File: src/sv/sfpd_pkg.sv
// sfpd_pkg: shared types and constants for the sensor frame parser / PWM drive.
// Holds the word structs, header bytes, register indexes and parser states.
// No dependencies.
`default_nettype none

package sfpd_pkg;

  localparam int FRAME_BYTES_DEF  = 32;
  localparam int TICKS_PER_MS_DEF = 10;
  localparam int CFG_DATA_W       = 16;
  localparam int CFG_INDEX_W      = 2;
  localparam int HDR_LEN          = 4;

  localparam logic [CFG_INDEX_W-1:0] CFG_PWM_ENABLE  = 2'd0;
  localparam logic [CFG_INDEX_W-1:0] CFG_BYTE_TMO_MS = 2'd1;
  localparam logic [CFG_INDEX_W-1:0] CFG_PWM_PERIOD  = 2'd2;

  localparam logic       RST_PWM_ENABLE = 1'b1;
  localparam logic [7:0] RST_BYTE_TMO   = 8'd5;
  localparam logic [15:0] RST_PWM_PERIOD = 16'd100;
  localparam logic [15:0] RST_DUTY       = 16'd50;

  localparam logic [7:0] HEADER [HDR_LEN] = '{8'h42, 8'h4d, 8'h00, 8'h1c};

  localparam logic KIND_BYTE = 1'b0;
  localparam logic KIND_TICK = 1'b1;

  typedef enum logic [2:0] {
    PS_HUNT0 = 3'd0,
    PS_HUNT1 = 3'd1,
    PS_HUNT2 = 3'd2,
    PS_HUNT3 = 3'd3,
    PS_BODY  = 3'd4
  } parse_step_t;

  typedef struct packed {
    logic       kind;
    logic [7:0] rx_byte;
    logic       gate_pin;
  } in_word_t;

  typedef struct packed {
    logic        pwm_out;
    logic        frame_done;
    logic [15:0] duty_value;
  } out_word_t;

  // Classified word as it sits in the queue.
  typedef struct packed {
    in_word_t           word;
    logic [HDR_LEN-1:0] hdr_hit;
  } cls_word_t;

  // Queue status seen by the front and back.
  typedef struct packed {
    logic full;
    logic empty;
  } q_status_t;

endpackage

`default_nettype wire

File: src/sv/sfpd_front.sv
// sfpd_front: input stage; registers each accepted word and tags header matches.
// Depends on sfpd_pkg.
`default_nettype none

module sfpd_front (
  input  wire logic                clk,
  input  wire logic                rst_n,
  input  wire logic                in_valid,
  output logic                     in_stall,
  input  wire sfpd_pkg::in_word_t  in_data,
  input  wire sfpd_pkg::q_status_t q_stat,
  output logic                     push,
  output sfpd_pkg::cls_word_t      push_data
);

  logic                valid_r, valid_nxt;
  sfpd_pkg::cls_word_t hold_r, hold_nxt;
  logic                take;

  assign in_stall  = valid_r && q_stat.full;
  assign take      = in_valid && !in_stall;
  assign push      = valid_r && !q_stat.full;
  assign push_data = hold_r;

  always_comb begin
    valid_nxt = valid_r;
    hold_nxt  = hold_r;
    if (push) valid_nxt = 1'b0;
    if (take) begin
      valid_nxt         = 1'b1;
      hold_nxt.word     = in_data;
      for (int i = 0; i < sfpd_pkg::HDR_LEN; i++) begin
        hold_nxt.hdr_hit[i] = (in_data.rx_byte == sfpd_pkg::HEADER[i]);
      end
    end
  end

  always_ff @(posedge clk) begin
    if (!rst_n) begin
      valid_r <= 1'b0;
    end else begin
      valid_r <= valid_nxt;
    end
    hold_r <= hold_nxt;
  end

endmodule

`default_nettype wire

File: src/sv/sfpd_queue.sv
// sfpd_queue: two-entry queue between the front and back stages.
// Depends on sfpd_pkg.
`default_nettype none

module sfpd_queue (
  input  wire logic                clk,
  input  wire logic                rst_n,
  input  wire logic                push,
  input  wire sfpd_pkg::cls_word_t push_data,
  input  wire logic                pop,
  output sfpd_pkg::cls_word_t      head,
  output sfpd_pkg::q_status_t      q_stat
);

  sfpd_pkg::cls_word_t slot_r [2];
  logic       wr_ptr_r, wr_ptr_nxt;
  logic       rd_ptr_r, rd_ptr_nxt;
  logic [1:0] cnt_r, cnt_nxt;

  assign head         = slot_r[rd_ptr_r];
  assign q_stat.full  = (cnt_r == 2'd2);
  assign q_stat.empty = (cnt_r == 2'd0);

  always_comb begin
    wr_ptr_nxt = push ? ~wr_ptr_r : wr_ptr_r;
    rd_ptr_nxt = pop ? ~rd_ptr_r : rd_ptr_r;
    cnt_nxt    = cnt_r + {1'b0, push} - {1'b0, pop};
  end

  always_ff @(posedge clk) begin
    if (!rst_n) begin
      wr_ptr_r <= 1'b0;
      rd_ptr_r <= 1'b0;
      cnt_r    <= 2'd0;
    end else begin
      wr_ptr_r <= wr_ptr_nxt;
      rd_ptr_r <= rd_ptr_nxt;
      cnt_r    <= cnt_nxt;
    end
    if (push) slot_r[wr_ptr_r] <= push_data;
  end

endmodule

`default_nettype wire

File: src/sv/sfpd_back.sv
// sfpd_back: executes queued words: frame parser, timeout, PWM counter, result register.
// Depends on sfpd_pkg.
`default_nettype none

module sfpd_back #(
  parameter int FRAME_BYTES  = sfpd_pkg::FRAME_BYTES_DEF,
  parameter int TICKS_PER_MS = sfpd_pkg::TICKS_PER_MS_DEF
) (
  input  wire logic                              clk,
  input  wire logic                              rst_n,
  input  wire logic                              cfg_we,
  input  wire logic [sfpd_pkg::CFG_INDEX_W-1:0]  cfg_index,
  input  wire logic [sfpd_pkg::CFG_DATA_W-1:0]   cfg_data,
  input  wire sfpd_pkg::cls_word_t               head,
  input  wire sfpd_pkg::q_status_t               q_stat,
  output logic                                   pop,
  output logic                                   out_valid,
  input  wire logic                              out_stall,
  output sfpd_pkg::out_word_t                    out_data
);

  localparam int CNT_W = $clog2(FRAME_BYTES + 1);
  localparam int DIV_W = $clog2(TICKS_PER_MS + 1);

  // configuration
  logic        pwm_enable_r;
  logic [7:0]  byte_tmo_r;
  logic [15:0] pwm_period_r;

  // state
  sfpd_pkg::parse_step_t step_r, step_nxt;
  logic [CNT_W-1:0] byte_count_r, byte_count_nxt;
  logic [7:0]       duty_high_r, duty_high_nxt;
  logic [7:0]       duty_low_r, duty_low_nxt;
  logic [15:0]      duty_r, duty_nxt;
  logic [15:0]      pwm_count_r, pwm_count_nxt;
  logic [DIV_W-1:0] tick_div_r, tick_div_nxt;
  logic [7:0]       tmo_left_r, tmo_left_nxt;
  logic             level_r, level_nxt;
  logic             out_valid_r, out_valid_nxt;
  sfpd_pkg::out_word_t out_data_r, out_data_nxt;

  logic             is_byte, is_tick, hit, body_end, ms_roll, restart_tick, wrap, done;
  logic [CNT_W-1:0] cnt_inc;
  logic [DIV_W-1:0] div_inc;
  logic [16:0]      pwm_inc;

  assign pop       = !q_stat.empty && (!out_valid_r || !out_stall);
  assign is_byte   = pop && (head.word.kind == sfpd_pkg::KIND_BYTE);
  assign is_tick   = pop && (head.word.kind == sfpd_pkg::KIND_TICK);
  assign cnt_inc   = byte_count_r + CNT_W'(1);
  assign body_end  = (cnt_inc >= CNT_W'(FRAME_BYTES));
  assign div_inc   = tick_div_r + DIV_W'(1);
  assign ms_roll   = (div_inc >= DIV_W'(TICKS_PER_MS));
  assign restart_tick = is_tick && ms_roll && (tmo_left_r == 8'd0);
  assign pwm_inc   = {1'b0, pwm_count_r} + 17'd1;
  assign wrap      = (pwm_inc >= {1'b0, pwm_period_r});
  assign out_valid = out_valid_r;
  assign out_data  = out_data_r;

  always_comb begin
    case (step_r)
      sfpd_pkg::PS_HUNT0: hit = head.hdr_hit[0];
      sfpd_pkg::PS_HUNT1: hit = head.hdr_hit[1];
      sfpd_pkg::PS_HUNT2: hit = head.hdr_hit[2];
      sfpd_pkg::PS_HUNT3: hit = head.hdr_hit[3];
      default:            hit = 1'b0;
    endcase
  end

  // next parser state
  always_comb begin
    step_nxt = step_r;
    if (restart_tick) begin
      step_nxt = sfpd_pkg::PS_HUNT0;
    end else if (is_byte) begin
      case (step_r)
        sfpd_pkg::PS_HUNT0: step_nxt = hit ? sfpd_pkg::PS_HUNT1 : sfpd_pkg::PS_HUNT0;
        sfpd_pkg::PS_HUNT1: step_nxt = hit ? sfpd_pkg::PS_HUNT2 : sfpd_pkg::PS_HUNT0;
        sfpd_pkg::PS_HUNT2: step_nxt = hit ? sfpd_pkg::PS_HUNT3 : sfpd_pkg::PS_HUNT0;
        sfpd_pkg::PS_HUNT3: step_nxt = hit ? sfpd_pkg::PS_BODY  : sfpd_pkg::PS_HUNT0;
        sfpd_pkg::PS_BODY:  step_nxt = body_end ? sfpd_pkg::PS_HUNT0 : sfpd_pkg::PS_BODY;
        default:            step_nxt = sfpd_pkg::PS_HUNT0;
      endcase
    end
  end

  // parser datapath and PWM
  always_comb begin
    byte_count_nxt = byte_count_r;
    duty_high_nxt  = duty_high_r;
    duty_low_nxt   = duty_low_r;
    duty_nxt       = duty_r;
    pwm_count_nxt  = pwm_count_r;
    tick_div_nxt   = tick_div_r;
    tmo_left_nxt   = tmo_left_r;
    level_nxt      = level_r;
    done           = 1'b0;

    if (is_byte) begin
      tmo_left_nxt = byte_tmo_r;
      case (step_r)
        sfpd_pkg::PS_HUNT0, sfpd_pkg::PS_HUNT1, sfpd_pkg::PS_HUNT2, sfpd_pkg::PS_HUNT3: begin
          byte_count_nxt = hit ? cnt_inc : '0;
        end
        sfpd_pkg::PS_BODY: begin
          if (byte_count_r == CNT_W'(6)) duty_high_nxt = head.word.rx_byte;
          if (byte_count_r == CNT_W'(7)) duty_low_nxt  = head.word.rx_byte;
          byte_count_nxt = cnt_inc;
          if (body_end) begin
            duty_nxt       = {duty_high_nxt, duty_low_nxt};
            done           = 1'b1;
            byte_count_nxt = '0;
          end
        end
        default: byte_count_nxt = '0;
      endcase
    end

    if (is_tick) begin
      if (wrap) begin
        pwm_count_nxt = '0;
        level_nxt     = pwm_enable_r;
      end else begin
        pwm_count_nxt = pwm_inc[15:0];
      end
      if ((pwm_count_nxt >= duty_r) && head.word.gate_pin) level_nxt = 1'b0;
      if (ms_roll) begin
        tick_div_nxt = '0;
        if (tmo_left_r != 8'd0) tmo_left_nxt = tmo_left_r - 8'd1;
        else                    byte_count_nxt = '0;
      end else begin
        tick_div_nxt = div_inc;
      end
    end
  end

  // result register: load on pop, drop when taken downstream
  always_comb begin
    out_valid_nxt = out_valid_r;
    out_data_nxt  = out_data_r;
    if (out_valid_r && !out_stall) out_valid_nxt = 1'b0;
    if (pop) begin
      out_valid_nxt           = 1'b1;
      out_data_nxt.pwm_out    = level_nxt;
      out_data_nxt.frame_done = done;
      out_data_nxt.duty_value = duty_nxt;
    end
  end

  always_ff @(posedge clk) begin
    if (!rst_n) begin
      pwm_enable_r <= sfpd_pkg::RST_PWM_ENABLE;
      byte_tmo_r   <= sfpd_pkg::RST_BYTE_TMO;
      pwm_period_r <= sfpd_pkg::RST_PWM_PERIOD;
      step_r       <= sfpd_pkg::PS_HUNT0;
      byte_count_r <= '0;
      duty_high_r  <= '0;
      duty_low_r   <= '0;
      duty_r       <= sfpd_pkg::RST_DUTY;
      pwm_count_r  <= '0;
      tick_div_r   <= '0;
      tmo_left_r   <= '0;
      level_r      <= 1'b0;
      out_valid_r  <= 1'b0;
    end else begin
      if (cfg_we) begin
        case (cfg_index)
          sfpd_pkg::CFG_PWM_ENABLE:  pwm_enable_r <= cfg_data[0];
          sfpd_pkg::CFG_BYTE_TMO_MS: byte_tmo_r   <= cfg_data[7:0];
          sfpd_pkg::CFG_PWM_PERIOD:  pwm_period_r <= cfg_data;
          default: ;
        endcase
      end
      step_r       <= step_nxt;
      byte_count_r <= byte_count_nxt;
      duty_high_r  <= duty_high_nxt;
      duty_low_r   <= duty_low_nxt;
      duty_r       <= duty_nxt;
      pwm_count_r  <= pwm_count_nxt;
      tick_div_r   <= tick_div_nxt;
      tmo_left_r   <= tmo_left_nxt;
      level_r      <= level_nxt;
      out_valid_r  <= out_valid_nxt;
    end
    out_data_r <= out_data_nxt;
  end

endmodule

`default_nettype wire

File: src/sv/sensor_frame_pwm_drive.sv
// sensor_frame_pwm_drive: particle-sensor frame parser driving a PWM output.
// Each accepted word is held in the front register, then in a queue slot, then
// in the result register.
// Throughput: one word per cycle while neither in_stall nor out_stall holds the flow.
// Reset (rst_n low, synchronous): queue and result register empty, registers at
// their defaults (enable 1, timeout 5 ms, period 100), duty 50, parser hunting.
// Depends on sfpd_pkg, sfpd_front, sfpd_queue, sfpd_back.
`default_nettype none

module sensor_frame_pwm_drive #(
  parameter int FRAME_BYTES  = sfpd_pkg::FRAME_BYTES_DEF,
  parameter int TICKS_PER_MS = sfpd_pkg::TICKS_PER_MS_DEF
) (
  input  wire logic                             clk,
  input  wire logic                             rst_n,
  // input words: received bytes and 0.1 ms ticks
  input  wire logic                             in_valid,
  output logic                                  in_stall,
  input  wire sfpd_pkg::in_word_t               in_data,
  // result words, one per input word
  output logic                                  out_valid,
  input  wire logic                             out_stall,
  output sfpd_pkg::out_word_t                   out_data,
  // register writes
  input  wire logic                             cfg_we,
  input  wire logic [sfpd_pkg::CFG_INDEX_W-1:0] cfg_index,
  input  wire logic [sfpd_pkg::CFG_DATA_W-1:0]  cfg_data
);

  sfpd_pkg::q_status_t q_stat;
  sfpd_pkg::cls_word_t push_data;
  sfpd_pkg::cls_word_t head;
  logic                push;
  logic                pop;

  // Front: hold the accepted word and tag which header byte it matches.
  sfpd_front u_front (
    .clk       (clk),
    .rst_n     (rst_n),
    .in_valid  (in_valid),
    .in_stall  (in_stall),
    .in_data   (in_data),
    .q_stat    (q_stat),
    .push      (push),
    .push_data (push_data)
  );

  // Queue: decouple front stalls from result-side stalls.
  sfpd_queue u_queue (
    .clk       (clk),
    .rst_n     (rst_n),
    .push      (push),
    .push_data (push_data),
    .pop       (pop),
    .head      (head),
    .q_stat    (q_stat)
  );

  // Back: advance parser, timeout and PWM counter; register the result word.
  sfpd_back #(
    .FRAME_BYTES  (FRAME_BYTES),
    .TICKS_PER_MS (TICKS_PER_MS)
  ) u_back (
    .clk       (clk),
    .rst_n     (rst_n),
    .cfg_we    (cfg_we),
    .cfg_index (cfg_index),
    .cfg_data  (cfg_data),
    .head      (head),
    .q_stat    (q_stat),
    .pop       (pop),
    .out_valid (out_valid),
    .out_stall (out_stall),
    .out_data  (out_data)
  );

endmodule

`default_nettype wire

File: config.mk
export PLATFORM = sky130hd
export DESIGN_NAME = sensor_frame_pwm_drive
export DESIGN_NICKNAME = d
export VERILOG_FILES = /design/src/sv/sfpd_pkg.sv /design/src/sv/sfpd_front.sv /design/src/sv/sfpd_queue.sv /design/src/sv/sfpd_back.sv /design/src/sv/sensor_frame_pwm_drive.sv
export SDC_FILE = /design/constraint.sdc
export NUM_CORES = 1
export LEC_CHECK = 0
export BUFFER_PORTS_ARGS = -buffer_cell sky130_fd_sc_hd__buf_4
export CORE_MARGIN = 4
export CORE_UTILIZATION = 25
export CTS_CLUSTER_DIAMETER = 150
export DETAILED_ROUTE_END_ITERATION = 10
export HOLD_SLACK_MARGIN = 0.08
export SKIP_LAST_GASP = 1
export SYNTH_ARGS = -nofsm -noshare
export SYNTH_HDL_FRONTEND = slang
export SYNTH_SLANG_ARGS = --single-unit
File: constraint.sdc
create_clock -name clk -period 4.48 [get_ports clk]
set_clock_uncertainty 0.15 [all_clocks]
set_input_delay 0.896 -clock clk [delete_from_list [all_inputs] [get_ports clk]]
set_output_delay 0.896 -clock clk [all_outputs]
set_load 0.005 [all_outputs]
==> summary.md <==
| Metric | Value |
|---|---|
| Final worst path period need | 4.42 ns |
| Number of sinks handled by clock tree synthesis | 162 |
| Clock tree from TritonCTS | built |
| Path category of the worst min-delay check | reg2reg |
| Transition time at the pin with the least slew margin | 1.15 ns |
| Post-route antenna net violation count | 0 |
| Initial core utilization | 0.254 |
| Worst voltage drop across the vdd grid | 0.274 mV |
| Number of buffers inserted during clock tree synthesis | 17 |
| Total of fill cells in the finished design | 3123 |
| Horiz. Die Dim | 184 um |
| Internal power | 2.75 mW |
| Count of TritonRoute iterations in the first routing pass | 5 |
| Initial antenna violation count | 0 |
| Setup crit start kind | flop |
| Highest fanout seen on the critical path | 6 |
| Hold WS | 0.296 ns |
| Sequential cell area fraction in the yosys report | 0.494 |
| Drt drc | 0 |
| Post-synthesis cell area | 0.00778 mm^2 |
| Number of violations of the max-capacitance limit | 0 |
| Total number of H-tree levels | 4 |
| Run status | finished clean |
| Flip-flop cell with the highest count after synthesis | sky130_fd_sc_hd__dfxtp_1 |
| Crit path cell chain | ha_4 > and3_4 > buf_6 > nand4_1 > nor2_1 > xnor2_1 > inv_1 > ha_4 > nand4_1 > a2111oi_2 > a221oi_1 > buf_4 > o21ai_4 > buf_6 > nor2b_2 > ha_4 > o2111ai_2 > a311oi_2 > a2111oi_2 > a311o_1 > nand4_1 > nand3_1 |
| Final Max Slew Viols | 0 |
| Routed wire length per instance | 14.3 um |
| Final instance area | 0.00972 mm^2 |
| Area Growth Syn to Fin | 25.0% |
| Antenna diodes | 0 |
| WL final | 18.4 mm |
| Number of nets in the layout | 951 |
| Row cnt | 64 |
| Leading cell types by count after synthesis | sky130_fd_sc_hd__dfxtp_1 (102), sky130_fd_sc_hd__nand2_1 (77), sky130_fd_sc_hd__nor2_1 (76) |
| Port Buffer Count | 52 |
| Final hold violation count | 0 |
| Slew Limit Headroom | 0.231 |
| Wire length of the first global-routing pass | 29.7 mm |
| CP required | 4.51 ns |
| Clock-pin slew on the worst setup and hold paths | 0.07 ns |
| Clock insertion delay at the later pin of the skew report | 0.43 ns |
| Share of synthesized registers carrying an async set or reset | 0 |
| Ratio of cells with drive above 1 in the final layout | 0.218 |
| Top cell family by delay on the critical path | compound AO/OA/AOI/OAI gates |
| Area share of the largest cell type after synthesis | 0.263 |
| Largest net degree at the start of global routing | 38 |
| Area inside the core boundary | 0.0307 mm^2 |
| Part of the total power dissipated in the clock network | 0.372 |
| Final Cycle Share | 0.986 |
| DIE AREA | 0.0340 mm^2 |
| GRT Resource Usage Total | 0.109 |
| Root buffer cell | sky130_fd_sc_hd__clkbuf_16 |
| Number of enable-type register cells in the synthesized netlist | 60 |
| Vias per inst | 4.62 |
| Register bit count reported by yosys | 162 |
| Buffering stage count on the worst path with inverters included | 4 |
| CTS max path bufs | 2 |
| Portion of total power attributed to sequential cells | 0.447 |
| Setup repair after global routing missed its margin | true |
| Cell types occupying the most area after synthesis | sky130_fd_sc_hd__dfxtp_1 (26%), sky130_fd_sc_hd__edfxtp_1 (23%), sky130_fd_sc_hd__ha_1 (6.6%) |
| Combinational fraction of design power | 0.182 |
| Die Y-Extent | 184 um |
| Average cell area after synthesis | 9.82 um^2 |
| Pleak | 3.81 nW |
| Total number of vias | 5936 |
| RePlAce Congestion | 0.841 |
| Sw frac | 0.301 |
| CTS hold repair buffers | 0 |
| Category of the critical setup timing path | reg2reg |
| Slowest cell on crit path | sky130_fd_sc_hd__dfxtp_2 |
| Ports | 53 |
| Highest cell delay on the worst timing path | 0.36 ns |
| Unique cell type count in the Yosys netlist | 69 |
| Cell count after synthesis | 792 |
| Power per cell area | 405 mW/mm^2 |
| Detailed Place HPWL | 12.8 mm |
| Final Setup Violations | 0 |
| Data arrival time at the worst-slack endpoint | 4.44 ns |
| GRT overflow | 0 |
| Initial detailed-routing violation count | 273 |
| Category of the worst setup path capture point | flop |
| Vias in the first global route | 5856 |
| Dominant cell by count in the synthesized netlist | sky130_fd_sc_hd__dfxtp_1 |
| Net Sw Power | 1.19 mW |
| Cell taking the most area after synthesis | sky130_fd_sc_hd__dfxtp_1 |
| Synthesized Nets | 866 |
| Instance area at placement | 0.00880 mm^2 |
| Yosys synthesis warning count | 0 |
| Max frequency | 226 MHz |
final cells by class:
class                      instances  area (um^2)  area share
sequential                       162         3850       0.396
multi-input combinational        538         3800       0.391
timing repair buffer             100          773      0.0795
tap                              396          495      0.0510
clock buffer                      17          425      0.0438
inverter                          58          218      0.0224
clock inverter                    15          166      0.0171
metrics by stage:
step	power [mW]	worst slack (ns)	utilization	cells	TNS [ns]
after floorplan	2.22	0.00424	-	792	0
after global placement	2.49	-0.00937	0.287	1247	-0.00937
after detailed placement	2.50	-0.135	0.287	1247	-0.268
after CTS	3.97	0.0125	0.309	1279	0
after global routing	4.14	-0.161	0.317	1286	-0.244
final	3.94	0.0618	0.317	1286	0
kinds of logic after synthesis:
family	Yosys count	synth area share
DFF	162	0.494
adders and majority gates	41	0.0659
xor gates and xnor gates	24	0.0270
and+or+nand+nor	304	0.206
muxes	25	0.0360
AOI/OAI and AO/OA	144	0.121
buffers and inverters	92	0.0499
layer usage:
metal | GRT usage | part of all wire | up-vias
li1 | - | - | 2987
met1 | 0.139 | 0.45 | 2805
met2 | 0.181 | 0.49 | 112
met3 | 0.0219 | 0.037 | 32
met4 | 0.0438 | 0.025 | 0
met5 | 0 | 0 | -
flip-flops by register name, indices dropped and copies added (netlist names), 4 cells and up, named ones only:
| signal | cells |
|---|---|
| u_front.push_data | 14 |
| u_back.tick_div_r | 4 |
| u_back.byte_tmo_r | 8 |
| u_back.duty_r | 16 |
| u_back.duty_low_r | 8 |
| u_back.pwm_count_r | 16 |
| u_back.tmo_left_r | 8 |
| u_back.byte_count_r | 6 |
| u_queue.slot_r | 28 |
| u_back.duty_high_r | 8 |
| u_back.out_data | 18 |
| u_back.pwm_period_r | 16 |
cells in the final DEF, fill, tap and decap left out, types with 17 or more instances in the layout:
master,netlist,routed
sky130_fd_sc_hd__dfxtp_1,102,100
sky130_fd_sc_hd__buf_4,3,94
sky130_fd_sc_hd__nand2_1,77,76
sky130_fd_sc_hd__nor2_1,76,71
sky130_fd_sc_hd__edfxtp_1,60,60
sky130_fd_sc_hd__inv_1,56,54
sky130_fd_sc_hd__a21oi_1,46,44
sky130_fd_sc_hd__ha_1,41,32
sky130_fd_sc_hd__nand3_1,31,30
sky130_fd_sc_hd__and2_1,23,23
sky130_fd_sc_hd__o21ai_0,24,22
sky130_fd_sc_hd__a211oi_1,23,22
sky130_fd_sc_hd__mux2i_1,22,22
sky130_fd_sc_hd__clkbuf_16,0,17
path summary, 6_finish.rpt:
| kind | depth (start not counted) | slack [ns] | to | from |
|---|---|---|---|---|
| worst min register to register | 0 | 0.30 | u_queue.slot_r[0][0] | u_front.push_data[0] |
| worst max register to register | 22 | 0.06 | u_back.out_data[17] | u_back.pwm_count_r[1] |
| worst min-delay path | 0 | 0.30 | u_queue.slot_r[0][0] | u_front.push_data[0] |
| worst max-delay path | 22 | 0.06 | u_back.out_data[17] | u_back.pwm_count_r[1] |
power by group through the flow:
stage          Combinational [mW]  Sequential (mW)  Clock [mW]
2_1_floorplan               0.450             1.77           0
3_3_place_gp                0.700             1.79           0
3_5_place_dp                0.707             1.79           0
4_1_cts                     0.710             1.76        1.50
5_1_grt                     0.799             1.77        1.56
6_report                    0.715             1.76        1.46
repair_timing:
action / 4_1_cts / 5_1_grt
endpoints found under the setup margin: 2 / 2
cloned: 0 / 1
hold endpoints to repair: 0 / 0
resized for setup: 13 / 43
buffers inserted: 0 / 6
pin swaps: 7 / 25
(Power assumes the default switching activity.)
